[src/rtl/core/clsr_pkg.sv]
// Shared constants and types for the current limit slew ramp.
package clsr_pkg;

  // Default widths of the current and delay fields
  localparam int unsigned DEFAULT_CURRENT_BITS = 12;
  localparam int unsigned DEFAULT_DELAY_BITS   = 10;

  // Input opcodes
  localparam int unsigned OPCODE_W = 2;
  localparam logic [OPCODE_W-1:0] OP_TICK   = 2'd0;
  localparam logic [OPCODE_W-1:0] OP_TARGET = 2'd1;
  localparam logic [OPCODE_W-1:0] OP_REINIT = 2'd2;

  // Configuration register indexes
  localparam int unsigned CFG_IDX_W = 1;
  localparam logic [CFG_IDX_W-1:0] REG_STEP  = 1'b0;
  localparam logic [CFG_IDX_W-1:0] REG_DELAY = 1'b1;

  // Fixed levels in mA (truncated to the current width where used)
  localparam int unsigned DEFAULT_LEVEL  = 100;
  localparam int unsigned FALLBACK_LEVEL = 2000;

  // Depth of the command and result queues
  localparam int unsigned QUEUE_DEPTH = 2;

  // Commands passed from the front end to the back end
  typedef enum logic [1:0] {
    CMD_TICK,
    CMD_TARGET,
    CMD_REINIT
  } cmd_e;

endpackage

[src/rtl/core/clsr_fifo.sv]
// Small flop-based FIFO used for the command and result queues.
module clsr_fifo #(
  parameter int unsigned WIDTH = 8,
  parameter int unsigned DEPTH = 2
) (
  input  logic             clk_i,
  input  logic             rst_ni,
  input  logic             wr_en_i,
  input  logic [WIDTH-1:0] wr_data_i,
  input  logic             rd_en_i,
  output logic [WIDTH-1:0] rd_data_o,
  output logic             full_o,
  output logic             empty_o
);

  localparam int unsigned PtrW = $clog2(DEPTH);
  localparam int unsigned CntW = $clog2(DEPTH + 1);
  localparam logic [PtrW-1:0] LastPtr = PtrW'(DEPTH - 1);
  localparam logic [CntW-1:0] FullCnt = CntW'(DEPTH);

  logic [WIDTH-1:0] mem_q [DEPTH];
  logic [PtrW-1:0]  wr_ptr_q, rd_ptr_q;
  logic [CntW-1:0]  cnt_q;
  logic             do_wr, do_rd;

  assign full_o    = (cnt_q == FullCnt);
  assign empty_o   = (cnt_q == '0);
  assign do_wr     = wr_en_i && !full_o;
  assign do_rd     = rd_en_i && !empty_o;
  assign rd_data_o = mem_q[rd_ptr_q];

  // Pointers and fill count
  always_ff @(posedge clk_i or negedge rst_ni) begin
    if (!rst_ni) begin
      wr_ptr_q <= '0;
      rd_ptr_q <= '0;
      cnt_q    <= '0;
    end else begin
      if (do_wr) begin
        wr_ptr_q <= (wr_ptr_q == LastPtr) ? '0 : wr_ptr_q + 1'b1;
      end
      if (do_rd) begin
        rd_ptr_q <= (rd_ptr_q == LastPtr) ? '0 : rd_ptr_q + 1'b1;
      end
      if (do_wr && !do_rd) begin
        cnt_q <= cnt_q + 1'b1;
      end else if (do_rd && !do_wr) begin
        cnt_q <= cnt_q - 1'b1;
      end
    end
  end

  // Storage, no reset needed
  always_ff @(posedge clk_i) begin
    if (do_wr) begin
      mem_q[wr_ptr_q] <= wr_data_i;
    end
  end

endmodule

[src/rtl/core/clsr_front.sv]
// Front end: accepts input requests and classifies them into commands.
module clsr_front #(
  parameter int unsigned CURRENT_BITS = clsr_pkg::DEFAULT_CURRENT_BITS
) (
  input  logic                          push_i,
  input  logic [clsr_pkg::OPCODE_W-1:0] opcode_i,
  input  logic [CURRENT_BITS-1:0]       target_ma_i,
  input  logic                          ramp_off_i,
  input  logic                          cmd_full_i,
  output logic                          cmd_push_o,
  output clsr_pkg::cmd_e                cmd_op_o,
  output logic [CURRENT_BITS-1:0]       cmd_target_o
);

  logic keep;

  // Decode; rejected targets and unknown opcodes are dropped here
  always_comb begin
    keep     = 1'b0;
    cmd_op_o = clsr_pkg::CMD_TICK;
    unique case (opcode_i)
      clsr_pkg::OP_TICK: begin
        keep     = 1'b1;
        cmd_op_o = clsr_pkg::CMD_TICK;
      end
      clsr_pkg::OP_TARGET: begin
        keep     = (target_ma_i != '0) && !ramp_off_i;
        cmd_op_o = clsr_pkg::CMD_TARGET;
      end
      clsr_pkg::OP_REINIT: begin
        keep     = 1'b1;
        cmd_op_o = clsr_pkg::CMD_REINIT;
      end
      default: begin
        keep     = 1'b0;
        cmd_op_o = clsr_pkg::CMD_TICK;
      end
    endcase
  end

  assign cmd_push_o   = push_i && !cmd_full_i && keep;
  assign cmd_target_o = target_ma_i;

endmodule

[src/rtl/core/clsr_back.sv]
// Back end: ramp state, timing and configuration; produces limit writes.
module clsr_back #(
  parameter int unsigned CURRENT_BITS = clsr_pkg::DEFAULT_CURRENT_BITS,
  parameter int unsigned DELAY_BITS   = clsr_pkg::DEFAULT_DELAY_BITS,
  parameter int unsigned CFG_W        = CURRENT_BITS
) (
  input  logic                           clk_i,
  input  logic                           rst_ni,
  // configuration
  input  logic                           cfg_we_i,
  input  logic [clsr_pkg::CFG_IDX_W-1:0] cfg_idx_i,
  input  logic [CFG_W-1:0]               cfg_data_i,
  output logic                           ramp_off_o,
  // command queue side
  input  logic                           cmd_valid_i,
  input  clsr_pkg::cmd_e                 cmd_op_i,
  input  logic [CURRENT_BITS-1:0]        cmd_target_i,
  output logic                           cmd_pop_o,
  // result queue side
  input  logic                           res_full_i,
  output logic                           res_push_o,
  output logic [CURRENT_BITS-1:0]        res_limit_o,
  output logic                           res_final_o
);

  localparam int unsigned WaitW = DELAY_BITS + 1;
  localparam logic [CURRENT_BITS-1:0] DefLevel  = CURRENT_BITS'(clsr_pkg::DEFAULT_LEVEL);
  localparam logic [CURRENT_BITS-1:0] FallLevel = CURRENT_BITS'(clsr_pkg::FALLBACK_LEVEL);

  logic [CURRENT_BITS-1:0] step_q;
  logic [DELAY_BITS-1:0]   delay_q;

  logic [CURRENT_BITS-1:0] present_q, present_d;
  logic [CURRENT_BITS-1:0] ramp_q, ramp_d;
  logic [CURRENT_BITS-1:0] goal_q, goal_d;
  logic                    up_q, up_d;
  logic [WaitW-1:0]        wait_q, wait_d;
  logic                    ramping_q, ramping_d;
  logic                    abort_q, abort_d;

  logic                    go, do_start, do_finish, do_step, reached;
  logic [WaitW-1:0]        wait_dec;
  logic [CURRENT_BITS-1:0] goal_eff, adv_v, adv_out;
  logic                    adv_up;
  logic [CURRENT_BITS:0]   adv_sum;

  // Configuration registers
  always_ff @(posedge clk_i or negedge rst_ni) begin
    if (!rst_ni) begin
      step_q  <= '0;
      delay_q <= '0;
    end else if (cfg_we_i) begin
      unique case (cfg_idx_i)
        clsr_pkg::REG_STEP:  step_q  <= cfg_data_i[CURRENT_BITS-1:0];
        clsr_pkg::REG_DELAY: delay_q <= cfg_data_i[DELAY_BITS-1:0];
      endcase
    end
  end

  assign ramp_off_o = (step_q == '0) || (delay_q == '0);
  assign go         = cmd_valid_i && !res_full_i;
  assign cmd_pop_o  = go;
  assign wait_dec   = (wait_q != '0) ? wait_q - 1'b1 : '0;
  assign goal_eff   = (cmd_op_i == clsr_pkg::CMD_TARGET) ? cmd_target_i : goal_q;
  assign reached    = up_q ? (ramp_q >= goal_q) : (ramp_q <= goal_q);

  // Shared saturating step unit: start of ramp uses the present level
  assign adv_v   = do_start ? present_q : ramp_q;
  assign adv_up  = do_start ? (goal_eff > present_q) : up_q;
  assign adv_sum = {1'b0, adv_v} + {1'b0, step_q};
  always_comb begin
    if (adv_up) begin
      adv_out = adv_sum[CURRENT_BITS] ? '1 : adv_sum[CURRENT_BITS-1:0];
    end else begin
      adv_out = (adv_v < step_q) ? '0 : adv_v - step_q;
    end
  end

  // Command execution
  always_comb begin
    present_d   = present_q;
    ramp_d      = ramp_q;
    goal_d      = goal_q;
    up_d        = up_q;
    wait_d      = wait_q;
    ramping_d   = ramping_q;
    abort_d     = abort_q;
    res_push_o  = 1'b0;
    res_limit_o = present_q;
    res_final_o = 1'b0;
    do_start    = 1'b0;
    do_finish   = 1'b0;
    do_step     = 1'b0;

    if (go) begin
      unique case (cmd_op_i)
        clsr_pkg::CMD_TICK: begin
          if (ramping_q || abort_q) begin
            wait_d = wait_dec;
            if (wait_dec == '0) begin
              if (abort_q) begin
                do_start = 1'b1;
              end else if (ramp_off_o || reached) begin
                do_finish = 1'b1;
              end else begin
                do_step = 1'b1;
              end
            end
          end
        end
        clsr_pkg::CMD_TARGET: begin
          goal_d = cmd_target_i;
          if (!abort_q) begin
            if (ramping_q) begin
              // abort: wait twice the delay, no final write
              ramping_d = 1'b0;
              abort_d   = 1'b1;
              wait_d    = {delay_q, 1'b0};
            end else begin
              do_start = 1'b1;
            end
          end
        end
        clsr_pkg::CMD_REINIT: begin
          present_d = DefLevel;
          ramping_d = 1'b0;
          abort_d   = 1'b0;
          wait_d    = '0;
          if (ramp_off_o) begin
            res_push_o  = 1'b1;
            res_limit_o = FallLevel;
            res_final_o = 1'b1;
          end
        end
        default: ;
      endcase
    end

    // Ramp start: settle at once when disabled or already there
    if (do_start) begin
      abort_d = 1'b0;
      if (ramp_off_o || (goal_eff == present_q)) begin
        do_finish = 1'b1;
      end else begin
        up_d        = goal_eff > present_q;
        ramp_d      = adv_out;
        ramping_d   = 1'b1;
        wait_d      = {1'b0, delay_q};
        res_push_o  = 1'b1;
        res_limit_o = present_q;
        res_final_o = 1'b0;
      end
    end

    // Intermediate step
    if (do_step) begin
      present_d   = ramp_q;
      ramp_d      = adv_out;
      wait_d      = {1'b0, delay_q};
      res_push_o  = 1'b1;
      res_limit_o = ramp_q;
      res_final_o = 1'b0;
    end

    // Final write of the goal
    if (do_finish) begin
      present_d   = goal_eff;
      ramping_d   = 1'b0;
      abort_d     = 1'b0;
      wait_d      = '0;
      res_push_o  = 1'b1;
      res_limit_o = goal_eff;
      res_final_o = 1'b1;
    end
  end

  // Ramp state registers
  always_ff @(posedge clk_i or negedge rst_ni) begin
    if (!rst_ni) begin
      present_q <= DefLevel;
      ramp_q    <= '0;
      goal_q    <= '0;
      up_q      <= 1'b0;
      wait_q    <= '0;
      ramping_q <= 1'b0;
      abort_q   <= 1'b0;
    end else begin
      present_q <= present_d;
      ramp_q    <= ramp_d;
      goal_q    <= goal_d;
      up_q      <= up_d;
      wait_q    <= wait_d;
      ramping_q <= ramping_d;
      abort_q   <= abort_d;
    end
  end

endmodule

[src/rtl/core/current_limit_slew_ramp.sv]
// Top level: front end, command queue, ramp back end and result queue.
// A request is registered in the command queue, then its result in the result queue.
// Throughput: one request per cycle; full rises only when the result side stalls
// and both the two-entry command queue and two-entry result queue fill up.
// Reset clears both queues, the config registers to zero, and the level to 100 mA.
module current_limit_slew_ramp #(
  parameter int unsigned CURRENT_BITS = clsr_pkg::DEFAULT_CURRENT_BITS,
  parameter int unsigned DELAY_BITS   = clsr_pkg::DEFAULT_DELAY_BITS,
  parameter int unsigned CFG_W = (CURRENT_BITS > DELAY_BITS) ? CURRENT_BITS : DELAY_BITS
) (
  input  logic                           clk_i,
  input  logic                           rst_ni,
  // configuration
  input  logic                           cfg_we_i,
  input  logic [clsr_pkg::CFG_IDX_W-1:0] cfg_idx_i,
  input  logic [CFG_W-1:0]               cfg_data_i,
  // requests
  input  logic                           push,
  output logic                           full,
  input  logic [clsr_pkg::OPCODE_W-1:0]  opcode_i,
  input  logic [CURRENT_BITS-1:0]        target_ma_i,
  // results
  output logic                           empty,
  input  logic                           pop,
  output logic [CURRENT_BITS-1:0]        limit_ma_o,
  output logic                           is_final_o
);

  localparam int unsigned CmdW = $bits(clsr_pkg::cmd_e) + CURRENT_BITS;
  localparam int unsigned ResW = CURRENT_BITS + 1;

  logic                    ramp_off;
  logic                    cmd_push, cmd_full, cmd_empty, cmd_pop;
  clsr_pkg::cmd_e          fe_op, be_op;
  logic [CURRENT_BITS-1:0] fe_target, be_target;
  logic [CmdW-1:0]         cmd_rd;
  logic                    res_push, res_full, res_final;
  logic [CURRENT_BITS-1:0] res_limit;
  logic [ResW-1:0]         res_rd;

  assign full = cmd_full;

  // Classify incoming requests
  clsr_front #(
    .CURRENT_BITS(CURRENT_BITS)
  ) u_front (
    .push_i      (push),
    .opcode_i    (opcode_i),
    .target_ma_i (target_ma_i),
    .ramp_off_i  (ramp_off),
    .cmd_full_i  (cmd_full),
    .cmd_push_o  (cmd_push),
    .cmd_op_o    (fe_op),
    .cmd_target_o(fe_target)
  );

  // Command queue between front and back
  clsr_fifo #(
    .WIDTH(CmdW),
    .DEPTH(clsr_pkg::QUEUE_DEPTH)
  ) u_cmd_q (
    .clk_i    (clk_i),
    .rst_ni   (rst_ni),
    .wr_en_i  (cmd_push),
    .wr_data_i({fe_op, fe_target}),
    .rd_en_i  (cmd_pop),
    .rd_data_o(cmd_rd),
    .full_o   (cmd_full),
    .empty_o  (cmd_empty)
  );

  assign be_op     = clsr_pkg::cmd_e'(cmd_rd[CmdW-1:CURRENT_BITS]);
  assign be_target = cmd_rd[CURRENT_BITS-1:0];

  // Ramp execution
  clsr_back #(
    .CURRENT_BITS(CURRENT_BITS),
    .DELAY_BITS  (DELAY_BITS),
    .CFG_W       (CFG_W)
  ) u_back (
    .clk_i       (clk_i),
    .rst_ni      (rst_ni),
    .cfg_we_i    (cfg_we_i),
    .cfg_idx_i   (cfg_idx_i),
    .cfg_data_i  (cfg_data_i),
    .ramp_off_o  (ramp_off),
    .cmd_valid_i (!cmd_empty),
    .cmd_op_i    (be_op),
    .cmd_target_i(be_target),
    .cmd_pop_o   (cmd_pop),
    .res_full_i  (res_full),
    .res_push_o  (res_push),
    .res_limit_o (res_limit),
    .res_final_o (res_final)
  );

  // Result queue
  clsr_fifo #(
    .WIDTH(ResW),
    .DEPTH(clsr_pkg::QUEUE_DEPTH)
  ) u_res_q (
    .clk_i    (clk_i),
    .rst_ni   (rst_ni),
    .wr_en_i  (res_push),
    .wr_data_i({res_final, res_limit}),
    .rd_en_i  (pop),
    .rd_data_o(res_rd),
    .full_o   (res_full),
    .empty_o  (empty)
  );

  assign is_final_o = res_rd[ResW-1];
  assign limit_ma_o = res_rd[CURRENT_BITS-1:0];

  // Back end never writes a result into a full queue
  a_res_no_overflow: assert property (@(posedge clk_i) disable iff (!rst_ni)
    res_push |-> !res_full)
    else $error("result written into full queue");

  // Back end only consumes commands that exist
  a_cmd_pop_valid: assert property (@(posedge clk_i) disable iff (!rst_ni)
    cmd_pop |-> !cmd_empty)
    else $error("command popped from empty queue");

  // A result appears only after the back end wrote one
  a_res_from_back: assert property (@(posedge clk_i) disable iff (!rst_ni)
    $fell(empty) |-> $past(res_push))
    else $error("result appeared without a write");

  // Commands are queued only from accepted requests
  a_cmd_from_push: assert property (@(posedge clk_i) disable iff (!rst_ni)
    cmd_push |-> (push && !full))
    else $error("command queued without an accepted request");

endmodule

[config.mk]
export PLATFORM = sky130hd
export DESIGN_NAME = current_limit_slew_ramp
export DESIGN_NICKNAME = d
export VERILOG_FILES = /design/src/rtl/core/clsr_pkg.sv /design/src/rtl/core/clsr_fifo.sv /design/src/rtl/core/clsr_front.sv /design/src/rtl/core/clsr_back.sv /design/src/rtl/core/current_limit_slew_ramp.sv
export SDC_FILE = /design/constraint.sdc
export NUM_CORES = 1
export LEC_CHECK = 0
export BUFFER_PORTS_ARGS = -buffer_cell sky130_fd_sc_hd__clkbuf_2
export CORE_MARGIN = 3
export CORE_UTILIZATION = 25
export CTS_CLUSTER_DIAMETER = 40
export DETAILED_ROUTE_END_ITERATION = 6
export GPL_TIMING_DRIVEN = 0
export PLACE_DENSITY = 0.49
export SLEW_MARGIN = 15
export SYNTH_ARGS = -nofsm -noshare
export SYNTH_HDL_FRONTEND = slang
export SYNTH_HIERARCHICAL = 1
export SYNTH_SLANG_ARGS = --single-unit
[constraint.sdc]
create_clock -name clk_i -period 4.84 [get_ports clk_i]
set_clock_uncertainty 0.05 [all_clocks]
set_input_delay 0 -clock clk_i [delete_from_list [all_inputs] [get_ports clk_i]]
set_output_delay 0 -clock clk_i [all_outputs]
set_load 0.02 [all_outputs]
**Word-level counts from Yosys, hierarchy flattened**

Memories as Yosys holds them, arrays and structs flattened.
Index checks and enable logic that the tools add are counted.

- $add $sub $neg: 11
- Bitwise logic cells: 2
- Muxes and demuxes: 89
- $lt $le $gt $ge: 4
- Reduce and logical (&&, ||, !) cells: 48
- Equality and inequality tests: 8

Operators by type and width:

| operator | number |
|---|---|
| $mux 12 | 19 |
| $mux 11 | 9 |
| $mux 1 | 51 |
| $pmux 11 s3 | 1 |
| $add 12x12->13 | 1 |
| $eq 12x12->1 | 1 |
| $ge 12x12->1 | 1 |
| $gt 12x12->1 | 1 |
| $le 12x12->1 | 1 |
| $logic_and 1x1->1 | 12 |
| $logic_not 12->1 | 1 |
| $lt 12x12->1 | 1 |
| $reduce_and 2->1 | 6 |
| $reduce_bool 12->1 | 1 |
| $sub 12x12->12 | 1 |
| $logic_not 11->1 | 1 |
| $reduce_bool 11->1 | 1 |
| $sub 11x1->11 const B | 1 |
| $logic_not 10->1 | 1 |
| $logic_not 1->1 | 9 |
| $reduce_bool 3->1 | 3 |
| $eq 2x2->1 const B | 4 |
| $logic_not 2->1 | 4 |
| $mux 2 | 4 |
| other kinds (12) | 27 |

- Output and inout bits: 15
- Memories: 2
- Word-level logic and storage cells: 179
- Bits in writable memories: 54
- Register bits: 80

Memory list:

| memory | depth | width | rd ports | clocked after Yosys merged registers in | wr ports | line | source |
|---|---|---|---|---|---|---|---|
| u_cmd_q.mem_q | 2 | 14 | 1 | 0 | 1 | clsr_fifo.sv:21 | `logic [WIDTH-1:0] mem_q [DEPTH];` |
| u_res_q.mem_q | 2 | 13 | 1 | 0 | 1 | clsr_fifo.sv:21 |  |

**Depth between registers and ports, before layout**

- Depth in word-level cells: 17
- Mapped depth: 26
- Mapped depth without buffers: 21

**Modules after synthesis**

Netlist, hierarchy kept.

By module, submodules not included:

| module | instances | area each (um^2) | cells an instance |
|---|---|---|---|
| clsr_back | 1 | 6158.4 | 741 |
| clsr_fifo at u_cmd_q | 1 | 1260.0 | 63 |
| clsr_fifo at u_res_q | 1 | 1168.6 | 59 |
| clsr_front | 1 | 160.2 | 21 |
| current_limit_slew_ramp | 1 | 3.8 | 1 |

**Worst setup path before layout**

OpenSTA, ideal clock, no wires.

- Kind: register to register
- From: register u_back.wait_q[2]
- To: register u_back.ramp_q[9]
- Path slack: -0.320 ns
- Clock period less this slack: 5.160 ns
- Data required time: 4.708 ns
- Buffers on the path: 5
- Stages on the path, launching flop included: 23
- Arrival time: 5.028 ns
- Cells stage by stage: dfrtp_1 buf_6 or4_1 buf_2 o32a_1 a2111oi_4 and4_1 a32o_2 buf_6 clkbuf_1 a21o_1 inv_1 ha_1 fa_1 nand2b_1 a221oi_1 o41ai_1 o2111ai_1 and2_1 buf_1 nand3_1 mux2_1 a31oi_1

- Cells in the longest elaborated chain, start to end: 14
- Elaborated cells on any way between the ends: 26

RTL lines:

| item | line | source |
|---|---|---|
| start: declaration | clsr_back.sv:37 | `logic [WaitW-1:0] wait_q, wait_d;` |
| start signal: assignment | clsr_back.sv:192 | `wait_q <= wait_d;` |
| $sub 11x1->11 or $reduce_bool 11->1 (tied branches) | clsr_back.sv:63 | `assign wait_dec = (wait_q != '0) ? wait_q - 1'b1 : '0;` |
| $mux 11 (*) | clsr_back.sv:63 |  |
| $logic_not 11->1 (*) | clsr_back.sv:100 | `if (wait_dec == '0) begin` |
| $mux 1 | clsr_back.sv:100 |  |
| $mux 1 | clsr_back.sv:98 | `if (ramping_q \|\| abort_q) begin` |
| $pmux 1 s2 | clsr_back.sv:96 | `unique case (cmd_op_i)` |
| $mux 1 | clsr_back.sv:95 | `if (go) begin` |
| $mux 12 | clsr_back.sv:68 | `assign adv_v = do_start ? present_q : ramp_q;` |
| $sub 12x12->12, or another cell as far along | clsr_back.sv:75 | `adv_out = (adv_v < step_q) ? '0 : adv_v - step_q;` |
| $mux 12 (on tied branches) | clsr_back.sv:75, clsr_back.sv:73 |  |
| $mux 12 | clsr_back.sv:72 | `if (adv_up) begin` |
| $mux 12 | clsr_back.sv:142 | `if (ramp_off_o \|\| (goal_eff == present_q)) begin` |
| $mux 12 | clsr_back.sv:140 | `if (do_start) begin` |
| $mux 12 | clsr_back.sv:156 | `if (do_step) begin` |
| end signal: assignment | clsr_back.sv:189 | `ramp_q <= ramp_d;` |
| end: declaration | clsr_back.sv:34 | `logic [CURRENT_BITS-1:0] ramp_q, ramp_d;` |

Mark *: on every way between the ends. The rest lies on a longest branch, timed or not. The select of a mux whose other input is x is not followed.
A chain may end at the register's enable or synchronous reset.

**Final worst setup path**

- From: register u_back.wait_q[3]
- To: register u_back.ramp_q[9]

The elaborated chain is that of the path after synthesis.

==> run_results.csv <==
group,metric,value,unit
status,outcome,"finished, violations left",
status,violations,"negative setup slack",
timing,fin_tns_setup,-23.7,ps
setup_path,r2r_start,"u_back/wait_q[3]",
die,die-area,0.0373,mm²
logic_synthesis,synth_cell_types,74,
timing,period_needed,4860,ps
final_layout,layout_commonest_cell,"dfrtp_1",
timing,worst_slack,-23.7,ps
final_layout,antenna_cells,0,
die,start_util,0.257,
setup_path,cp-start-kind,"flip-flop",
pwr,power_density,680,mW/mm²
global_routing,grt_start_max_net_pins,81,
run,timing.max_cap.violations,0,
global_routing,grt_pass1_wl,39800,µm
placement,place_hpwl,18600,µm
final_layout,mostFrequentLayoutCells,"dfrtp_1 (74), nand2_1 (72), inv_1 (64), buf_4 (54), edfxtp_1 (54)",
timing,slew_headroom,0.464,
clock_network,cts_made_buffers,17,
final_layout,finalNetCount,1105,
global_routing,overflow,0,
setup_path,crit_fanout,7,
routing,drt_iter0_drc,490,
routing,totalWireLength,25000,µm
logic_synthesis,yosysTopAreaCellShare,0.220,
die,io_pins,47,
die,die_h,193,µm
setup_path,cp-end-kind,"flip-flop",
die,rows,67,
timing,hold-worst-slack,45.6,ps
die,die_width,193,µm
clock_network,cts.sinks,134,
routing,vias,7261,
timing,period_share,1.00,
routing,wl_per_cell,16.9,µm
routing,via_per_inst,4.92,
logic_synthesis,synth-edff-count,54,
setup_path,critPathCapture,"u_back/ramp_q[9]",
logic_synthesis,synth.net_count,974,
logic_synthesis,syn_area,0.00875,mm²
clock_network,clockBufferDepth,2,
pwr,switchingPower,3350,µW
final_layout,final_layout_size_suffix_gt1_frac,0.261,
pwr,internal_power,4210,µW
final_layout,area_delta_synth_final,27.0,%
placement,port_buffers,46,
final_layout,fillers,3581,
placement,place_congestion,0.835,
pwr,ir_worst_vdd,0.000210,V
logic_synthesis,synth_top_area_cell,"dfrtp_1",
hold_path,hold_path.class,"in2reg",
timing,slew_violations,0,
final_layout,seqCellArea,0.00363,mm²
setup_path,cp_data_required_time,5130,ps
setup_path,startpoint,"u_back/wait_q[3]",
routing,drtPass1Iterations,4,
routing,wl_met3,934,µm
logic_synthesis,synth_area_leaders,"dfrtp_1 (22%), edfxtp_1 (19%), ha_1 (7.9%)",
routing,drc,0,
logic_synthesis,syn-instance-count,885,
clock_network,clk_transition_reported_paths,60,ps
routing,dr_wl_met2,12000,µm
clock_network,clk_latency,430,ps
timing,fmax,206,MHz
final_layout,multi_input_area,0.00489,mm²
pwr,seqPwrFrac,0.234,
timing,worst_pin_slew,802,ps
logic_synthesis,async_reset_ff_frac,0.597,
setup_path,r2r_cells,19,
timing,setup_viol,1,
logic_synthesis,yosys_warnings,6,
pwr,combinationalPowerShare,0.597,
pwr,clockPowerShare,0.169,
clock_network,cts_root_buf,"clkbuf_16",
timing,hold_viol_final,0,
clock_network,htreeDepth,4,
logic_synthesis,syn_area_per_cell,9.89,µm²
logic_synthesis,synth-seq-area-share,0.414,
clock_network,cts_tree,"built",
routing,m1WireLength,11500,µm
logic_synthesis,synth_ff_type,"dfrtp_1",
global_routing,grt_pass1_vias,7286,
pwr,leakagePower,0.00467,µW
logic_synthesis,synth_seq_cells,134,
setup_path,ff2ff_setup_slack,-20,ps
global_routing,track_usage,0.137,
setup_path,r2r-end,"u_back/ramp_q[9]",
hold_path,hold_depth,4,
timing,rsz0062_at_grt,"yes",
pwr,p_sw_frac,0.443,
die,fp.coreArea,0.0340,mm²
routing,postRouteAntennaNets,0,
setup_path,cp_data_arrival_time,5160,ps
routing,highest_layer,"met4",
global_routing,antenna_found_initial,0,
setup_path,critical_path_class,"reg2reg",
==> critical path, stage by stage, from the launching register on <==
cell and delay (ps):
dfrtp_2 440, or4_4 560, o32a_1 380, a2111oi_4 350
and4_4 280, a32o_2 130, buf_6 120, clkbuf_16 140
a21o_1 160, inv_2 60, ha_4 160, fa_2 340
nand2b_4 160, a221oi_4 290, o41ai_4 110, o2111ai_2 290
and2_4 240, nand3_2 80, mux2_4 290, a31oi_4 170
==> cells in the mapped netlist, types with 9 or more instances <==
| master | instances |
|---|---|
| o21ai_1 | 15 |
| o21ai_0 | 52 |
| nor2b_1 | 14 |
| mux2i_1 | 19 |
| xnor2_1 | 9 |
| a21oi_1 | 52 |
| inv_1 | 69 |
| dfrtp_1 | 77 |
| and2_1 | 9 |
| ha_1 | 55 |
| edfxtp_1 | 54 |
| mux2_2 | 25 |
| buf_2 | 10 |
| nor2_1 | 45 |
| a31oi_1 | 11 |
| mux2_4 | 19 |
| nand2_1 | 74 |
| o21a_1 | 10 |
| buf_4 | 15 |
| nand3_1 | 26 |
| a221o_1 | 13 |
| nor3_1 | 36 |
| clkbuf_1 | 18 |
==> logic make-up (layout without fill, tap and decap cells) <==
| kind of cell | Yosys count | in the layout | synth area share |
|---|---|---|---|
| flip-flops | 134 | 134 | 0.414 |
| adder cells (fa/ha/maj) | 57 | 57 | 0.0832 |
| AO/OA/AOI/OAI | 231 | 231 | 0.179 |
| buffers and inverters | 122 | 266 | 0.0672 |
| multiplexers | 68 | 68 | 0.0929 |
| XOR/XNOR | 16 | 16 | 0.0160 |
| AND/OR/NAND/NOR | 257 | 257 | 0.147 |
==> registers in the layout (all words and copies together), names as in the netlist, 2 cells and up <==
name,cells
u_back/ramp_q,12
u_cmd_q/mem_q,28
u_res_q/cnt_q,2
u_back/wait_q,11
u_back/goal_q,12
u_cmd_q/cnt_q,2
u_back/delay_q,10
u_res_q/mem_q,26
u_back/step_q,12
u_back/present_q,12
==> layout make-up <==
class,instances,area share
Inverter,69,0.0235
Tap cell,448,0.0504
Sequential cell,134,0.327
Timing Repair Buffer,117,0.0767
Clock inverter,14,0.0128
Clock buffer,18,0.0386
Buffer,48,0.0314
Multi-Input combinational cell,629,0.440
==> stage by stage <==
stage               utilization  cells  cell area [µm²]  setup slack [ps]  total power, µW
floorplan                     -    885             8770             -51.1             4570
global placement          0.281   1379             9560              -620             5530
detailed placement        0.282   1380             9590              -663             5570
CTS                       0.319   1467            10900             -67.1             7300
global route              0.327   1477            11100              -169             8170
finish                    0.327   1477            11100             -23.7             7560
==> per-layer routing <==
metal / global-route usage / vias up
met4: 0.0445 / 0
met5: 0 / -
met2: 0.224 / 141
met1: 0.183 / 3580
met3: 0.0233 / 38
li1: - / 3502
==> repair_timing <==
action / 4_1_cts / 5_1_grt
hold buffers: 32 / 0
gates resized for setup: 46 / 44
hold endpoints to repair: 128 / 0
setup buffers: 25 / 13
pin swaps: 15 / 19
endpoints found under the setup margin: 12 / 14
==> worst min-delay path by stage <==
stage | from | endpoint | slack [ps]
4_1_cts | push | u_cmd_q/wr_ptr_q | 30
6_report | push | u_cmd_q/wr_ptr_q | 50
3_3_place_gp | cfg_data_i[10] | u_back/step_q[10] | 160
5_1_grt | push | u_cmd_q/wr_ptr_q | 80
2_1_floorplan | rst_ni | u_back/abort_q | -350
3_5_place_dp | rst_ni | u_res_q/cnt_q[0] | 50
==> power groups by stage <==
stage | clock network [µW] | registers [µW] | logic [µW]
after floorplan | 0 | 1680 | 2890
after global placement | 0 | 1780 | 3740
after detailed placement | 0 | 1790 | 3780
after CTS | 1310 | 1770 | 4210
after global routing | 1360 | 1810 | 4990
final | 1280 | 1770 | 4510
(Power assumes the default switching activity.)
